### config.mk
export PLATFORM = sky130hd
export DESIGN_NAME = parallel_camera_frame_capture_flat
export DESIGN_NICKNAME = d
export VERILOG_FILES = /design/src/pcfc_pkg.sv /design/src/pcfc_if.sv /design/src/parallel_camera_frame_capture.sv /design/src/flat_wrapper.sv
export SDC_FILE = /design/constraint.sdc
export NUM_CORES = 1
export LEC_CHECK = 0
export ABC_AREA = 1
export ABC_CLOCK_PERIOD_IN_PS = 4200
export BUFFER_PORTS_ARGS = -buffer_cell sky130_fd_sc_hd__buf_2
export CORE_MARGIN = 8
export CORE_UTILIZATION = 25
export DETAILED_ROUTE_END_ITERATION = 12
export GPL_TIMING_DRIVEN = 0
export PLACE_DENSITY_LB_ADDON = 0.1
export SLEW_MARGIN = 25
export SYNTH_ARGS = -nofsm -noshare
export SYNTH_HDL_FRONTEND = slang
export SYNTH_SLANG_ARGS = --single-unit
export TNS_END_PERCENT = 30
### constraint.sdc
create_clock -name i_clk -period 4.2 [get_ports i_clk]
set_clock_uncertainty 0.15 [all_clocks]
set_input_delay 0.42 -clock i_clk [delete_from_list [all_inputs] [get_ports i_clk]]
set_output_delay 0.42 -clock i_clk [all_outputs]
set_load 0.1 [all_outputs]
### src/pcfc_pkg.sv
// Package for the parallel camera frame capture block.
// Phase encoding, result and error codes, register indexes, frame geometry.
// No dependencies; used by the channel interfaces and the top level.
`timescale 1ns / 1ps

package pcfc_pkg;

    // frame geometry
    localparam int FRAME_WIDTH      = 160;
    localparam int FRAME_HEIGHT     = 120;
    localparam int PIXELS_PER_FRAME = FRAME_WIDTH * FRAME_HEIGHT;

    // limit registers
    localparam int LIMIT_W = 24;
    localparam logic [LIMIT_W-1:0] VSYNC_LIMIT_RST = 24'd100000;
    localparam logic [LIMIT_W-1:0] ROW_LIMIT_RST   = 24'd1000000;
    localparam logic [LIMIT_W-1:0] CLOCK_LIMIT_RST = 24'd100000;

    typedef logic [1:0]         t_cfg_idx;
    typedef logic [LIMIT_W-1:0] t_limit;

    localparam t_cfg_idx CFG_VSYNC_LIMIT = 2'd0;
    localparam t_cfg_idx CFG_ROW_LIMIT   = 2'd1;
    localparam t_cfg_idx CFG_CLOCK_LIMIT = 2'd2;

    // payload types
    typedef logic [7:0]  t_byte;
    typedef logic [15:0] t_pixel;
    typedef logic [14:0] t_index;
    typedef logic [7:0]  t_column;
    typedef logic [6:0]  t_row;

    typedef logic [1:0] t_kind;
    localparam t_kind KIND_PIXEL = 2'd0;
    localparam t_kind KIND_DONE  = 2'd1;
    localparam t_kind KIND_ERROR = 2'd2;

    typedef logic [2:0] t_err_code;
    localparam t_err_code ERR_VSYNC_LOW = 3'd0;
    localparam t_err_code ERR_VSYNC_HIGH = 3'd1;
    localparam t_err_code ERR_HREF_LOW  = 3'd2;
    localparam t_err_code ERR_HREF_HIGH = 3'd3;
    localparam t_err_code ERR_PCLK_HIGH = 3'd4;
    localparam t_err_code ERR_PCLK_LOW  = 3'd5;

    localparam logic OP_TICK  = 1'b0;
    localparam logic OP_START = 1'b1;

    typedef enum logic [3:0] {
        PH_IDLE      = 4'd0,
        PH_VS_HIGH   = 4'd1,
        PH_VS_LOW    = 4'd2,
        PH_HREF_HIGH = 4'd3,
        PH_CLK_LO_A  = 4'd4,
        PH_CLK_HI_A  = 4'd5,
        PH_CLK_LO_B  = 4'd6,
        PH_CLK_HI_B  = 4'd7,
        PH_HREF_LOW  = 4'd8
    } t_phase;

endpackage

### src/pcfc_if.sv
// Valid/ready channel interfaces for the camera capture block.
// Sample channel in, result channel out; depends on pcfc_pkg.
`timescale 1ns / 1ps

interface pcfc_sample_if;
    import pcfc_pkg::*;

    logic  valid;
    logic  ready;
    logic  op;
    logic  vsync;
    logic  href;
    logic  pclk;
    t_byte data_byte;

    modport source (output valid, op, vsync, href, pclk, data_byte, input ready);
    modport sink   (input valid, op, vsync, href, pclk, data_byte, output ready);
endinterface

interface pcfc_result_if;
    import pcfc_pkg::*;

    logic      valid;
    logic      ready;
    t_kind     kind;
    t_pixel    pixel_value;
    t_index    pixel_index;
    t_err_code error_code;

    modport source (output valid, kind, pixel_value, pixel_index, error_code, input ready);
    modport sink   (input valid, kind, pixel_value, pixel_index, error_code, output ready);
endinterface

### src/parallel_camera_frame_capture.sv
// Parallel camera frame capture: sample-driven phase machine, RGB565 assembly.
// Depends on pcfc_pkg and the channel interfaces in pcfc_if.sv.
//
//   channel   dir  handshake          payload
//   i_smp     in   valid/ready        op, vsync, href, pclk, data_byte
//   o_res     out  valid/ready        kind, pixel_value, pixel_index, error_code
//   i_cfg_*   in   write enable only  idx (2b), data (24b)
//
// One sample beat is taken every cycle while i_smp.ready is high; the phase
// decision for it is made in the same cycle and at most one result lands in
// the output register, which parts the two sides: a beat is taken whenever
// that register is empty or being drained, so the rate is one beat per cycle.
// Synchronous active-low reset: phase idle, counters cleared, limits to defaults.
`timescale 1ns / 1ps

module parallel_camera_frame_capture (
    input  logic                i_clk,
    input  logic                i_rst_n,
    input  logic                i_cfg_we,
    input  pcfc_pkg::t_cfg_idx  i_cfg_idx,
    input  pcfc_pkg::t_limit    i_cfg_data,
    pcfc_sample_if.sink         i_smp,
    pcfc_result_if.source       o_res
);
    import pcfc_pkg::*;

    t_limit    r_vs_limit, r_row_limit, r_clk_limit;

    t_phase    r_phase, n_phase;
    t_byte     r_first, n_first;
    t_column   r_column, n_column;
    t_row      r_row, n_row;
    t_index    r_position, n_position;
    t_limit    r_wait, n_wait;

    logic      r_out_valid;
    t_kind     r_out_kind;
    t_pixel    r_out_pixel;
    t_index    r_out_index;
    t_err_code r_out_code;

    logic      n_valid;
    t_kind     n_kind;
    t_pixel    n_pixel;
    t_index    n_index;
    t_err_code n_code;

    logic      accept;
    logic      active;
    logic      met;
    t_limit    limit;
    t_err_code code;
    t_phase    nxt;
    t_column   col_inc;
    t_row      row_inc;

    assign i_smp.ready = !r_out_valid || o_res.ready;
    assign accept      = i_smp.valid && i_smp.ready;

    assign o_res.valid       = r_out_valid;
    assign o_res.kind        = r_out_kind;
    assign o_res.pixel_value = r_out_pixel;
    assign o_res.pixel_index = r_out_index;
    assign o_res.error_code  = r_out_code;

    // configuration
    always_ff @(posedge i_clk) begin
        if (!i_rst_n) begin
            r_vs_limit  <= VSYNC_LIMIT_RST;
            r_row_limit <= ROW_LIMIT_RST;
            r_clk_limit <= CLOCK_LIMIT_RST;
        end else if (i_cfg_we) begin
            case (i_cfg_idx)
                CFG_VSYNC_LIMIT: r_vs_limit  <= i_cfg_data;
                CFG_ROW_LIMIT:   r_row_limit <= i_cfg_data;
                CFG_CLOCK_LIMIT: r_clk_limit <= i_cfg_data;
                default: ;
            endcase
        end
    end

    // wait condition of the current phase
    always_comb begin
        active = 1'b1;
        met    = 1'b0;
        limit  = r_vs_limit;
        code   = ERR_VSYNC_LOW;
        nxt    = PH_IDLE;
        case (r_phase)
            PH_VS_HIGH: begin
                met = i_smp.vsync;  limit = r_vs_limit;  code = ERR_VSYNC_LOW;  nxt = PH_VS_LOW;
            end
            PH_VS_LOW: begin
                met = !i_smp.vsync; limit = r_vs_limit;  code = ERR_VSYNC_HIGH; nxt = PH_HREF_HIGH;
            end
            PH_HREF_HIGH: begin
                met = i_smp.href;   limit = r_row_limit; code = ERR_HREF_LOW;   nxt = PH_CLK_LO_A;
            end
            PH_HREF_LOW: begin
                met = !i_smp.href;  limit = r_row_limit; code = ERR_HREF_HIGH;  nxt = PH_HREF_HIGH;
            end
            PH_CLK_LO_A: begin
                met = !i_smp.pclk;  limit = r_clk_limit; code = ERR_PCLK_HIGH;  nxt = PH_CLK_HI_A;
            end
            PH_CLK_HI_A: begin
                met = i_smp.pclk;   limit = r_clk_limit; code = ERR_PCLK_LOW;   nxt = PH_CLK_LO_B;
            end
            PH_CLK_LO_B: begin
                met = !i_smp.pclk;  limit = r_clk_limit; code = ERR_PCLK_HIGH;  nxt = PH_CLK_HI_B;
            end
            PH_CLK_HI_B: begin
                met = i_smp.pclk;   limit = r_clk_limit; code = ERR_PCLK_LOW;   nxt = PH_CLK_LO_A;
            end
            default: active = 1'b0;
        endcase
    end

    assign col_inc = r_column + 8'd1;
    assign row_inc = r_row + 7'd1;

    // next state and result for one beat
    always_comb begin
        n_phase    = r_phase;
        n_first    = r_first;
        n_column   = r_column;
        n_row      = r_row;
        n_position = r_position;
        n_wait     = r_wait;
        n_valid    = 1'b0;
        n_kind     = KIND_PIXEL;
        n_pixel    = '0;
        n_index    = '0;
        n_code     = '0;

        if (i_smp.op == OP_START) begin
            n_phase    = PH_VS_HIGH;
            n_first    = '0;
            n_column   = '0;
            n_row      = '0;
            n_position = '0;
            n_wait     = '0;
        end else if (!active) begin
            n_phase = PH_IDLE;
        end else if (!met) begin
            if (r_wait >= limit) begin
                n_phase = PH_IDLE;
                n_wait  = '0;
                n_valid = 1'b1;
                n_kind  = KIND_ERROR;
                n_code  = code;
            end else begin
                n_wait = r_wait + 24'd1;
            end
        end else begin
            n_wait = '0;
            case (r_phase)
                PH_CLK_HI_A: begin
                    n_first = i_smp.data_byte;
                    n_phase = nxt;
                end
                PH_CLK_HI_B: begin
                    n_valid    = 1'b1;
                    n_kind     = KIND_PIXEL;
                    n_pixel    = {r_first, i_smp.data_byte};
                    n_index    = r_position;
                    n_position = r_position + 15'd1;
                    // last pixel of the row hands over to the href low wait
                    if (col_inc >= t_column'(FRAME_WIDTH)) begin
                        n_column = '0;
                        n_phase  = PH_HREF_LOW;
                    end else begin
                        n_column = col_inc;
                        n_phase  = nxt;
                    end
                end
                PH_HREF_LOW: begin
                    if (row_inc >= t_row'(FRAME_HEIGHT)) begin
                        n_row   = '0;
                        n_phase = PH_IDLE;
                        n_valid = 1'b1;
                        n_kind  = KIND_DONE;
                    end else begin
                        n_row   = row_inc;
                        n_phase = nxt;
                    end
                end
                default: n_phase = nxt;
            endcase
        end
    end

    always_ff @(posedge i_clk) begin
        if (!i_rst_n) begin
            r_phase    <= PH_IDLE;
            r_first    <= '0;
            r_column   <= '0;
            r_row      <= '0;
            r_position <= '0;
            r_wait     <= '0;
        end else if (accept) begin
            r_phase    <= n_phase;
            r_first    <= n_first;
            r_column   <= n_column;
            r_row      <= n_row;
            r_position <= n_position;
            r_wait     <= n_wait;
        end
    end

    always_ff @(posedge i_clk) begin
        if (!i_rst_n) begin
            r_out_valid <= 1'b0;
        end else if (accept) begin
            r_out_valid <= n_valid;
        end else if (o_res.ready) begin
            r_out_valid <= 1'b0;
        end
    end

    always_ff @(posedge i_clk) begin
        if (accept) begin
            r_out_kind  <= n_kind;
            r_out_pixel <= n_pixel;
            r_out_index <= n_index;
            r_out_code  <= n_code;
        end
    end

    a_start_arms: assert property (@(posedge i_clk) disable iff (!i_rst_n)
        (accept && i_smp.op == OP_START) |=> (r_phase == PH_VS_HIGH && r_wait == '0))
        else $error("start beat did not arm the vsync high wait");

    a_error_idles: assert property (@(posedge i_clk) disable iff (!i_rst_n)
        (accept && n_valid && n_kind == KIND_ERROR) |=> (r_phase == PH_IDLE))
        else $error("error result without return to idle");

    a_column_range: assert property (@(posedge i_clk) disable iff (!i_rst_n)
        r_column < t_column'(FRAME_WIDTH))
        else $error("column counter beyond frame width");

    a_index_range: assert property (@(posedge i_clk) disable iff (!i_rst_n)
        (r_out_valid && r_out_kind == KIND_PIXEL) |-> (r_out_index < t_index'(PIXELS_PER_FRAME)))
        else $error("pixel index beyond frame");

endmodule
### src/flat_wrapper.sv
// flat-port wrapper written by rule: the top's interface ports become plain ports
module parallel_camera_frame_capture_flat import pcfc_pkg::*;
  (i_clk, i_rst_n, i_cfg_we, i_cfg_idx, i_cfg_data, i_smp_valid, i_smp_op, i_smp_vsync, i_smp_href, i_smp_pclk, i_smp_data_byte, i_smp_ready, o_res_valid, o_res_kind, o_res_pixel_value, o_res_pixel_index, o_res_error_code, o_res_ready);
  pcfc_sample_if i_smp_i ();
  pcfc_result_if o_res_i ();
  input  logic i_clk;
  input  logic i_rst_n;
  input  logic i_cfg_we;
  input  pcfc_pkg::t_cfg_idx i_cfg_idx;
  input  pcfc_pkg::t_limit i_cfg_data;
  input wire logic [$bits(i_smp_i.valid)-1:0] i_smp_valid;
  input wire logic [$bits(i_smp_i.op)-1:0] i_smp_op;
  input wire logic [$bits(i_smp_i.vsync)-1:0] i_smp_vsync;
  input wire logic [$bits(i_smp_i.href)-1:0] i_smp_href;
  input wire logic [$bits(i_smp_i.pclk)-1:0] i_smp_pclk;
  input wire logic [$bits(i_smp_i.data_byte)-1:0] i_smp_data_byte;
  output wire logic [$bits(i_smp_i.ready)-1:0] i_smp_ready;
  output wire logic [$bits(o_res_i.valid)-1:0] o_res_valid;
  output wire logic [$bits(o_res_i.kind)-1:0] o_res_kind;
  output wire logic [$bits(o_res_i.pixel_value)-1:0] o_res_pixel_value;
  output wire logic [$bits(o_res_i.pixel_index)-1:0] o_res_pixel_index;
  output wire logic [$bits(o_res_i.error_code)-1:0] o_res_error_code;
  input wire logic [$bits(o_res_i.ready)-1:0] o_res_ready;
  assign i_smp_i.valid = i_smp_valid;
  assign i_smp_i.op = i_smp_op;
  assign i_smp_i.vsync = i_smp_vsync;
  assign i_smp_i.href = i_smp_href;
  assign i_smp_i.pclk = i_smp_pclk;
  assign i_smp_i.data_byte = i_smp_data_byte;
  assign i_smp_ready = i_smp_i.ready;
  assign o_res_valid = o_res_i.valid;
  assign o_res_kind = o_res_i.kind;
  assign o_res_pixel_value = o_res_i.pixel_value;
  assign o_res_pixel_index = o_res_i.pixel_index;
  assign o_res_error_code = o_res_i.error_code;
  assign o_res_i.ready = o_res_ready;
  parallel_camera_frame_capture u_core (.i_clk(i_clk), .i_rst_n(i_rst_n), .i_cfg_we(i_cfg_we), .i_cfg_idx(i_cfg_idx), .i_cfg_data(i_cfg_data), .i_smp(i_smp_i), .o_res(o_res_i));
endmodule
Word level (Yosys, flattened, before mapping)
Index checks and enable logic that the tools add are counted.

storage, ports and cells
  register bits after elaboration = 175
  input port bits = 43
  output and inout bits = 38
  word-level logic and storage cells = 113

operators by class
  $add $sub $neg = 4
  order comparisons = 3
  equality and inequality tests = 11
  multiplexer cells = 46
  bitwise gates (word level) = 4
  reduce and logical (&&, ||, !) cells = 31

operators by type and width
  operator                                                                count
  24-bit two-way mux                                                      4
  8-bit two-way mux                                                       9
  15-bit two-way mux                                                      4
  24-bit one-hot mux with 2 select lines                                  1
  7-bit two-way mux                                                       5
  24-bit by 1-bit adder with 24-bit output (second input constant)        1
  24-bit greater-or-equal comparator                                      1
  4-bit two-way mux                                                       5
  3-bit one-hot mux with 6 select lines                                   1
  4-bit by 3-bit equality test with 1-bit output (second input constant)  4
  15-bit by 1-bit adder with 15-bit output (second input constant)        1
  3-bit one-hot mux with 5 select lines                                   1
  4-bit AND reduction                                                     3
  2-bit nonzero test                                                      6
  2-bit OR reduction                                                      6
  4-bit OR reduction                                                      3
  2-bit AND reduction                                                     5
  1-bit two-way mux                                                       9
  8-bit by 1-bit adder with 8-bit output (second input constant)          1
  4-bit by 2-bit equality test with 1-bit output (second input constant)  2
  8-bit greater-or-equal comparator (second input constant)               1
  4-bit one-hot mux with 2 select lines                                   1
  8-bit OR reduction                                                      1
  7-bit by 1-bit adder with 7-bit output (second input constant)          1
  15 further kinds                                                        23

Depth between registers and ports, before layout
Gate-level depths: netlist of the first run.

  depth after elaboration = 9
  depth in mapped cells = 24
  depth with buffers taken out = 23

Worst setup path before layout of the first run
Ideal clock, no wire load.

  path type = flip-flop to flip-flop
  start point = reg u_core.r_phase[0]
  end point = reg u_core.r_wait[11]
  setup time = 0.117 ns
  arrival time = 2.741 ns
  setup slack = 1.192 ns
  cell stages (with the launch flop) = 20
  buffers on the path = 2
  period minus slack after synthesis = 3.008 ns
  path through = dfxtp_1 -> nor2_1 -> nand2_4 -> nand2_1 -> clkbuf_1 -> a22o_1 -> a21oi_1 -> ha_1 -> nand2_1 -> inv_1 -> nand3_1 -> nor2_1 -> nand2_1 -> a21oi_1 -> nor2_1 -> nand4_1 -> nand2_1 -> nand2_2 -> buf_2 -> nor2_1

between the ends
  cells in the longest elaborated chain, start to end = 8
  elaborated cells between the ends (all ways) = 23

RTL lines
  item                                                                    RTL line                              source
  start, declared                                                         parallel_camera_frame_capture.sv:29   t_phase r_phase, n_phase;
  start signal, assigned                                                  parallel_camera_frame_capture.sv:201  r_phase <= n_phase;
  4-bit by 3-bit equality test with 1-bit output (tied with other cells)  parallel_camera_frame_capture.sv:89   case (r_phase)
  4-bit OR reduction (no line) or 2-bit OR reduction (tied branches)      --
  24-bit one-hot mux with 2 select lines                                  parallel_camera_frame_capture.sv:89
  24-bit greater-or-equal comparator                                      parallel_camera_frame_capture.sv:145  if (r_wait >= limit) begin
  24-bit two-way mux                                                      parallel_camera_frame_capture.sv:145
  24-bit two-way mux                                                      parallel_camera_frame_capture.sv:144  end else if (!met) begin
  24-bit two-way mux                                                      parallel_camera_frame_capture.sv:142  end else if (!active) begin
  24-bit two-way mux                                                      parallel_camera_frame_capture.sv:135  if (i_smp.op == OP_START) begin
  end signal, assigned                                                    parallel_camera_frame_capture.sv:206  r_wait <= n_wait;
  end, declared                                                           parallel_camera_frame_capture.sv:34   t_limit r_wait, n_wait;

Several ways; a longest one is shown, not always the timed one. The select of a mux whose other input is x is not followed.
A chain may end at the register's enable or synchronous reset.

Worst setup path after layout of the first run
  start point = reg u_core.r_phase[2]
  end point = reg u_core.r_wait[16]

The elaborated chain is that of the path after synthesis.

==> results.toml, run 1 <==
[outcome]
status = "complete, no violations"

[place]
portBuffers = 79
pre_cts_ws_ns = -0.337
hpwl_um = 19700
dp_cells = 1704
gp_congestion = 0.758
place_area_um2 = 9590

[timing]
slew_violations = 0
setup_viol = 0
worstMarginPinSlew_ns = 0.865
finalHoldViolations = 0
fmax_ghz = 0.266
finalCritPeriodShare_pct = 89.4
setup_ws_ns = 0.447
worst_slew_margin_rel_pct = 42.3
timing.final.crit_period_ns = 3.75
rsz0062_at_grt = "false"

[worst_setup_path]
cp.arrival_ns = 3.92
start_kind = "flip-flop"
r2r_start = "u_core.r_phase[2]"
r2r-end = "u_core.r_wait[16]"
critPathKind = "flip-flop to flip-flop"
ff2ff_path_depth = 17
worstSetupEndpointType = "flip-flop"
required_ns = 4.37
rrSetupSlack_ns = 0.45
cp_max_fo = 10

[synth]
ys_top_cells_by_area = "dfxtp_1 32%, edfxtp_1 13%, nor2_1 11%"
yosysMostFrequentCell = "nor2_1"
synth_area_leader_cell = "dfxtp_1"
avgSynthCellArea_um2 = 7.34
synth_top_area_share_pct = 32.5
ys_seq_elements = 175
syn_area_um2 = 8570
synthesis.instances = 1168
synth-seq-area-share_pct = 45.1
synth_nets = 1239
synth-edff-count = 36
synth_ff_type = "dfxtp_1"
yosys-top-cells-count = "245 x nor2_1, 238 x nand2_1, 139 x dfxtp_1"
yosysWarnings = 0
ys_types = 43
ys_async_sr_fraction_pct = 0

[cts]
clk-insertion-delay-late_ns = 0.44
cts_buffers = 17
path_clk_slew_ns = 0.07
htreeDepth = 4
postCtsHoldBufs = 0
cts_tree = "yes"
clock_path_buffers = 2
clockRootBuffer = "clkbuf_16"
cts_num_sinks = 175

[global_routing]
grt_start_max_net_pins = 21
grt_usage_pct = 13.3
grt_pass1_wl_um = 42800
grt_pass1_vias = 7543
globalRouteOverflowTotal = 0
antenna_found_initial = 0

[floorplanning]
num_rows = 68
io_pins = 81
die_w_um = 201
fp.coreArea_um2 = 34100
initial_core_util_pct = 25.1
dieArea_um2 = 40500
die_y_um = 201

[min_path]
min-delay-path-class = "input port to flip-flop"
whs_path_depth = 3
min-delay-start = "i_cfg_data[16]"
worst_hold_path.endpoint = "u_core.r_vs_limit[16]"

[layout]
n_antenna_cell = 0
syn_to_final_growth_pct = 19.1
drive_above_1_share_pct = 12.1
fin_nets = 1342
post_layout_nonfiller_instances = 1739
design_area_um2 = 10200
utilization_pct = 29.9

[power_and_ir_drop]
p_int_mw = 2.84
p_total_mw = 4.08
ir_drop_uv = 286
pwr-share-clk_pct = 40.3
combPwrFrac_pct = 15.1
p_per_area_nw_per_um2 = 400
power_frac_seq_pct = 44.6
switching_power_mw = 1.24
netSwitchingFraction_pct = 30.4
cellLeakagePower_nw = 4.39

[drt]
vias = 7646
drc = 0
drt-vias-per-instance = 4.40
drt_pass1_iterations = 5
wl_um = 26900
drtAntennaViolNets = 0
drtIter0Drc = 397
wl_per_cell_um = 15.5

[flow_run]
cap_viol_max_count = 0
## routing by layer
metal | track usage, % | part of all wire (%) | vias to the layer above
met5 | 0 | 0 | -
met4 | 3.47 | 1.2 | 0
met3 | 2.65 | 3.3 | 22
met2 | 22.7 | 47 | 122
met1 | 17.0 | 48 | 3502
li1 | - | - | 4000
## area by class of cell
cell class / instances / area, um^2
multi-input cells: 837 / 4090
plain buffers: 44 / 204
clock inverters: 14 / 158
inverters: 112 / 420
flip-flops and latches: 175 / 3860
clock buffers: 18 / 429
well taps: 455 / 569
repair buffers: 84 / 473
fillers: 3789 / 23900
## sequential cells by signal (all words and copies together) (netlist names), 4 cells and up
signal / count
u_core.r_position: 15
u_core.o_res.pixel_index: 15
u_core.r_clk_limit: 24
u_core.r_row: 7
u_core.r_column: 8
u_core.o_res.pixel_value: 16
u_core.r_phase: 4
u_core.r_row_limit: 24
u_core.r_wait: 24
u_core.r_first: 8
u_core.r_vs_limit: 24
## power groups by stage
stage	combinational (mW)	clock, mW	sequential [mW]
floorplan	0.321	0	1.95
global placement	0.611	0	1.86
detailed placement	0.618	0	1.86
CTS	0.627	1.71	1.82
global route	0.683	1.77	1.83
finish	0.615	1.64	1.82
## worst max path at each step
stage | from | to | slack [ns]
after floorplan | u_core.r_phase[0] | u_core.r_wait[11] | 1.19
after global placement | u_core.r_phase[0] | u_core.r_wait[20] | -0.38
after detailed placement | u_core.r_phase[1] | u_core.r_wait[8] | -0.34
after CTS | u_core.r_phase[2] | u_core.r_wait[14] | 0.07
after global routing | u_core.r_phase[1] | u_core.r_wait[14] | 0.07
final | u_core.r_phase[2] | u_core.r_wait[16] | 0.45
## placed cells by master (no fill, tap or decap), types with 18 or more instances in the layout
cell type / instances
nor2_1: 244
nand2_1: 237
dfxtp_1: 139
inv_1: 107
buf_2: 89
nand3_1: 78
o21ai_0: 77
a21oi_1: 55
edfxtp_1: 36
ha_1: 28
clkbuf_1: 23
xor2_1: 20
nand4_1: 18
## cell families (layout without fill, tap and decap cells)
family / after synthesis / in the layout / share of synthesized area (%)
adder cells (fa/ha/maj): 28 / 28 / 4.09
XOR/XNOR: 23 / 23 / 2.35
multiplexers: 1 / 1 / 0.117
buffers and inverters: 156 / 272 / 7.24
flip-flops: 175 / 175 / 45.1
AND/OR/NAND/NOR: 617 / 617 / 29.9
AO/OA/AOI/OAI: 168 / 168 / 11.2
## through the flow
stage	TNS (ns)	hold slack, ns
after floorplan	0	0.279
after global placement	-5.65	0.289
after detailed placement	-4.38	0.294
after CTS	0	0.0619
after global routing	0	0.0767
final	0	0.0842
## what timing repair did
action,CTS,global route
buffers inserted,3,0
endpoints found under the hold margin,0,0
pin swaps,1,1
endpoints found under the setup margin,30,10
resized for setup,2,4
## worst max-delay path, stage by stage (launching register included)
cell and delay, ns:
dfxtp_1 0.47, nor2_2 0.09, nand2_4 0.14, nand2_2 0.19, nor2_4 0.25, clkbuf_2 0.36, a21oi_1 0.19, ha_1 0.32
nand2_1 0.07, inv_1 0.05, nand3_1 0.10, nor2_2 0.19, nand4_1 0.25, nand4_1 0.17, nand2_1 0.09, nand2_2 0.16
buf_2 0.30, nor2_1 0.07
Power figures use the tool's default switching activity.
==> run 2: changes to the inputs <==
--- a/config.mk
+++ b/config.mk
@@ -11,6 +11,7 @@
 export CORE_MARGIN = 8
 export CORE_UTILIZATION = 25
 export DETAILED_ROUTE_END_ITERATION = 12
+export GPL_ROUTABILITY_DRIVEN = 0
 export GPL_TIMING_DRIVEN = 0
 export PLACE_DENSITY_LB_ADDON = 0.1
 export SLEW_MARGIN = 25
==> constraint.sdc (replaced) <==
create_clock -name i_clk -period 4.2 [get_ports i_clk]
set_clock_uncertainty 0.15 [all_clocks]
set_input_delay 0.21 -clock i_clk [delete_from_list [all_inputs] [get_ports i_clk]]
set_output_delay 0.21 -clock i_clk [all_outputs]
set_load 0.1 [all_outputs]
==> results.toml, run 2 (same netlist as run 1, synthesis figures left out) <==
[drt]
drc = 0
drtIter0Drc = 390
drtAntennaViolNets = 0
wl_um = 27100
drt-vias-per-instance = 4.38
wl_per_cell_um = 15.3
vias = 7757
drt_pass1_iterations = 5

[worst_setup_path]
worstSetupEndpointType = "flip-flop"
r2r_start = "u_core.r_phase[2]"
max_stage_delay_ns = 0.46
r2r-end = "u_core.r_wait[16]"
path_cells = "nor2_2 -> nand2_4 -> nand2_2 -> nor2_4 -> clkbuf_2 -> a21oi_1 -> ha_1 -> nand2_1 -> inv_1 -> nand3_1 -> nor2_2 -> nand4_1 -> nand4_1 -> nand2_1 -> nand2_2 -> buf_2 -> nor2_1"
cp_max_fo = 10
crit_family = "simple AND/OR/NAND/NOR gates"
cp.buffers_inverters = 3
path_depth = 17
crit_slowest_cell = "dfxtp_1"
cp.arrival_ns = 3.92
rrSetupSlack_ns = 0.44
required_ns = 4.37
ff2ff_path_depth = 17
start_kind = "flip-flop"
critPathKind = "flip-flop to flip-flop"

[timing]
timing.final.crit_period_ns = 3.76
setup_viol = 0
rsz0062_at_grt = "false"
slew_violations = 0
worst_slew_margin_rel_pct = 40.7
finalCritPeriodShare_pct = 89.4
finalHoldViolations = 0
fmax_ghz = 0.266
worstMarginPinSlew_ns = 0.890
setup_ws_ns = 0.445

[layout]
final_cell_mix = "244 x nor2_1, 237 x nand2_1, 139 x dfxtp_1"
design_area_um2 = 10500
syn_to_final_growth_pct = 23.0
n_antenna_cell = 0
final_common_cell = "nor2_1"
drive_above_1_share_pct = 11.8
utilization_pct = 30.9
fin_nets = 1375

[power_and_ir_drop]
p_per_area_nw_per_um2 = 390
p_total_mw = 4.11
ir_drop_uv = 286
cellLeakagePower_nw = 4.53

[place]
place_area_um2 = 9590
pre_cts_ws_ns = -0.337
hpwl_um = 19700
portBuffers = 79

[min_path]
min-delay-start = "i_cfg_idx[1]"
min-delay-path-class = "input port to flip-flop"
whs_path_depth = 4
worst_hold_path.endpoint = "u_core.r_row_limit[2]"

[floorplanning]
initial_core_util_pct = 25.1
fp.coreArea_um2 = 34100
num_rows = 68
dieArea_um2 = 40500
die_y_um = 201
io_pins = 81
die_w_um = 201

[cts]
clock_path_buffers = 2
cts_buffers = 17
cts_tree = "yes"
path_clk_slew_ns = 0.07
htreeDepth = 4
cts_num_sinks = 175
clk-insertion-delay-late_ns = 0.44
clockRootBuffer = "clkbuf_16"

[global_routing]
grt_pass1_wl_um = 43000
antenna_found_initial = 0
grt_usage_pct = 13.4
grt_start_max_net_pins = 21
globalRouteOverflowTotal = 0
grt_pass1_vias = 7643

[flow_run]
cap_viol_max_count = 0

[outcome]
status = "complete, no violations"
==> run 2: cell count changes in the layout (fill, tap and decap cells not counted) <==
cell / delta
dlygate4sd3_1: +33
==> run 2: metrics by stage <==
step	cells	hold slack, ns	TNS, ns
after CTS	1772	0.0489	0
after global placement	1702	0.289	-5.65
final	1772	0.0700	0
after detailed placement	1704	0.294	-4.38
after floorplan	1168	0.173	0
after global routing	1772	0.0858	0
==> run 2: metal layers <==
layer	GRT usage [%]	part of all wire, %
met1	17.1	48
met2	22.8	47
met3	2.54	3.2
met4	3.47	1.3
met5	0	0
==> run 2: cell type report <==
type                       instances  area [um^2]
clock inverter                    14          158
timing repair buffer             117          803
inverter                         112          420
sequential                       175         3860
multi-input combinational        837         4090
fill                            3765        23600
tap                              455          569
clock buffer                      18          429
buffer                            44          204
==> run 2: worst max-delay path by stage <==
stage,from,endpoint,slack (ns)
after global placement,u_core.r_phase[0],u_core.r_wait[20],-0.38
final,u_core.r_phase[2],u_core.r_wait[16],0.44
after global routing,u_core.r_phase[1],u_core.r_wait[14],0.07
after floorplan,u_core.r_phase[0],u_core.r_wait[11],1.19
after detailed placement,u_core.r_phase[1],u_core.r_wait[8],-0.34
after CTS,u_core.r_phase[2],u_core.r_wait[14],0.07
==> run 2: report_power, final <==
group / total (mW) / internal, mW / leakage (nW) / switching (mW)
sequential: 1.82 / 1.78 / 1.50 / 0.0403
combinational: 0.639 / 0.189 / 2.74 / 0.451
clock: 1.65 / 0.889 / 0.285 / 0.756
total: 4.11 / 2.86 / 4.53 / 1.25
==> run 2: worst reg2reg max path: cells and delay by family, from the launching register on <==
kind                       cells  cell delay, ns
adders and majority gates      1            0.32
and+or+nand+nor               12            1.78
DFF                            1            0.46
buffers and inverters          3            0.71
AOI/OAI and AO/OA              1            0.19
==> run 2: repair_timing <==
| item | 4_1_cts | 5_1_grt |
|---|---|---|
| hold buffers | 33 | 0 |
| setup endpoints to repair | 30 | 10 |
| resized for setup | 2 | 4 |
| setup buffers | 3 | 0 |
| endpoints found under the hold margin | 82 | 0 |
| pin swaps | 1 | 1 |
==> run 3: changes to the inputs <==
--- a/config.mk
+++ b/config.mk
@@ -13,7 +13,7 @@
 export DETAILED_ROUTE_END_ITERATION = 12
 export GPL_ROUTABILITY_DRIVEN = 0
 export GPL_TIMING_DRIVEN = 0
-export PLACE_DENSITY_LB_ADDON = 0.1
+export PLACE_DENSITY = 0.47
 export SLEW_MARGIN = 25
 export SYNTH_ARGS = -nofsm -noshare
 export SYNTH_HDL_FRONTEND = slang
==> results.toml, run 3 (same netlist as run 1, synthesis figures left out) <==
[worst_setup_path]
crit_path_end = "u_core.r_wait[7]"
crit_slowest_cell = "clkbuf_1"
cp.arrival_ns = 4.01
r2r_start = "u_core.r_phase[2]"
required_ns = 4.37
cp_max_fo = 10
max_stage_delay_ns = 0.57
critPathKind = "flip-flop to flip-flop"
worstSetupEndpointType = "flip-flop"
path_cells = "nand2_1 -> inv_2 -> clkbuf_1 -> a22o_1 -> a21oi_1 -> ha_1 -> nand2_1 -> inv_1 -> nand3_1 -> nor2_2 -> nand4_1 -> nand4_1 -> nand2_1 -> nand2_2 -> buf_2 -> nor2_1"
ff2ff_path_depth = 16
cp-startpoint = "u_core.r_phase[2]"
r2r-end = "u_core.r_wait[7]"
rrSetupSlack_ns = 0.37
path_depth = 16
crit_family = "simple AND/OR/NAND/NOR gates"
start_kind = "flip-flop"
cp.buffers_inverters = 4
crit_top_cell = "nand2_1"

[layout]
final_common_cell = "nor2_1"
multi_input_area_um2 = 4090
regArea_um2 = 3860
n_antenna_cell = 0
utilization_pct = 31.0
syn_to_final_growth_pct = 23.2
nFillCells = 3754
fin_nets = 1374
drive_above_1_share_pct = 11.4
final_cell_mix = "244 x nor2_1, 237 x nand2_1, 139 x dfxtp_1"

[global_routing]
grt_start_max_net_pins = 24
antenna_found_initial = 0
globalRouteOverflowTotal = 0
grt_usage_pct = 12.3
grt_pass1_vias = 7486
grt_pass1_wl_um = 40000

[outcome]
status = "complete, no violations"

[cts]
clk-insertion-delay-late_ns = 0.44
clock_path_buffers = 2
htreeDepth = 4
cts_num_sinks = 175
path_clk_slew_ns = 0.07
cts_tree = "yes"
cts_buffers = 17
clockRootBuffer = "clkbuf_16"

[floorplanning]
die_y_um = 201
num_rows = 68
io_pins = 81
fp.coreArea_um2 = 34100
dieArea_um2 = 40500
die_w_um = 201
initial_core_util_pct = 25.1

[timing]
setup_viol = 0
slew_violations = 0
timing.final.crit_period_ns = 3.83
fmax_ghz = 0.261
rsz0062_at_grt = "false"
finalHoldViolations = 0
finalCritPeriodShare_pct = 91.3
fin_setup_tns_ns = 0
hold-worst-slack_ns = 0.0739
worstMarginPinSlew_ns = 0.869
worst_slew_margin_rel_pct = 42.1

[power_and_ir_drop]
power_frac_seq_pct = 44.0
combPwrFrac_pct = 15.3
switching_power_mw = 1.18
pwr-share-clk_pct = 40.7
netSwitchingFraction_pct = 28.4
p_per_area_nw_per_um2 = 392
ir_drop_uv = 296
cellLeakagePower_nw = 4.53
p_int_mw = 2.97

[place]
hpwl_um = 18300
portBuffers = 79

[drt]
drtAntennaViolNets = 0
drt-vias-per-instance = 4.37
wl_um = 25100
drc = 0
vias = 7740
wl_per_cell_um = 14.2
drt_pass1_iterations = 5
drtIter0Drc = 523

[flow_run]
cap_viol_max_count = 0

[min_path]
min-delay-path-class = "input port to flip-flop"
[run 3: cell types whose count changed in the layout (fill, tap and decap cells not counted), sizes merged]
cell      previous run  this run
buf                103       102
clkbuf              43        46
clkinv               7         5
clkinvlp             1         2
bufinv               2         4
inv                116       112
[run 3: metrics by stage]
step,power [mW],std cells,setup slack [ns],cell area [um^2]
detailed placement,2.46,1704,-0.170,9590
finish,4.14,1771,0.365,10600
global route,4.32,1771,0.0208,10600
global placement,2.45,1702,-0.165,9540
floorplan,2.27,1168,1.19,8570
CTS,4.17,1769,0.0384,10500
[run 3: worst min path at each step]
stage                                 startpoint                     endpoint  slack, ns  cells past startpoint
after floorplan                   i_cfg_data[10]        u_core.r_vs_limit[10]       0.17                      2
after global placement    u_core.r_row_limit[16]       u_core.r_row_limit[16]       0.29                      2
after detailed placement  u_core.r_row_limit[17]       u_core.r_row_limit[17]       0.30                      2
after CTS                            i_smp_valid  u_core.o_res.pixel_value[4]       0.06                      2
after global routing                 i_smp_valid  u_core.o_res.pixel_value[0]       0.06                      2
final                                i_smp_valid  u_core.o_res.pixel_value[4]       0.07                      2
[run 3: cell type report]
| class | instances | area share [%] |
|---|---|---|
| multi-input cells | 837 | 38.8 |
| well taps | 455 | 5.39 |
| inverters | 112 | 3.98 |
| clock buffers | 21 | 4.17 |
| clock inverters | 11 | 1.56 |
| plain buffers | 44 | 1.92 |
| repair buffers | 116 | 7.65 |
| flip-flops and latches | 175 | 36.6 |
[run 3: power groups by stage]
stage	Clock (mW)	Sequential, mW	Combinational (mW)
after floorplan	0	1.95	0.321
after global placement	0	1.86	0.591
after detailed placement	0	1.86	0.602
after CTS	1.73	1.82	0.628
after global routing	1.79	1.83	0.700
final	1.69	1.82	0.633
[run 3: layer usage]
metal	vias up	GRT usage [%]	part of all wire, %
met5	-	0	0
met4	0	3.63	1.3
met3	25	3.09	4.7
met2	147	20.0	45
met1	3508	15.9	49
li1	4060	-	-
[run 3: what timing repair did]
action / 4_1_cts / 5_1_grt
hold buffers: 33 / 0
gates resized for setup: 1 / 5
endpoints found under the hold margin: 85 / 0
pin swaps: 0 / 1
endpoints found under the setup margin: 10 / 31
setup buffers: 0 / 2
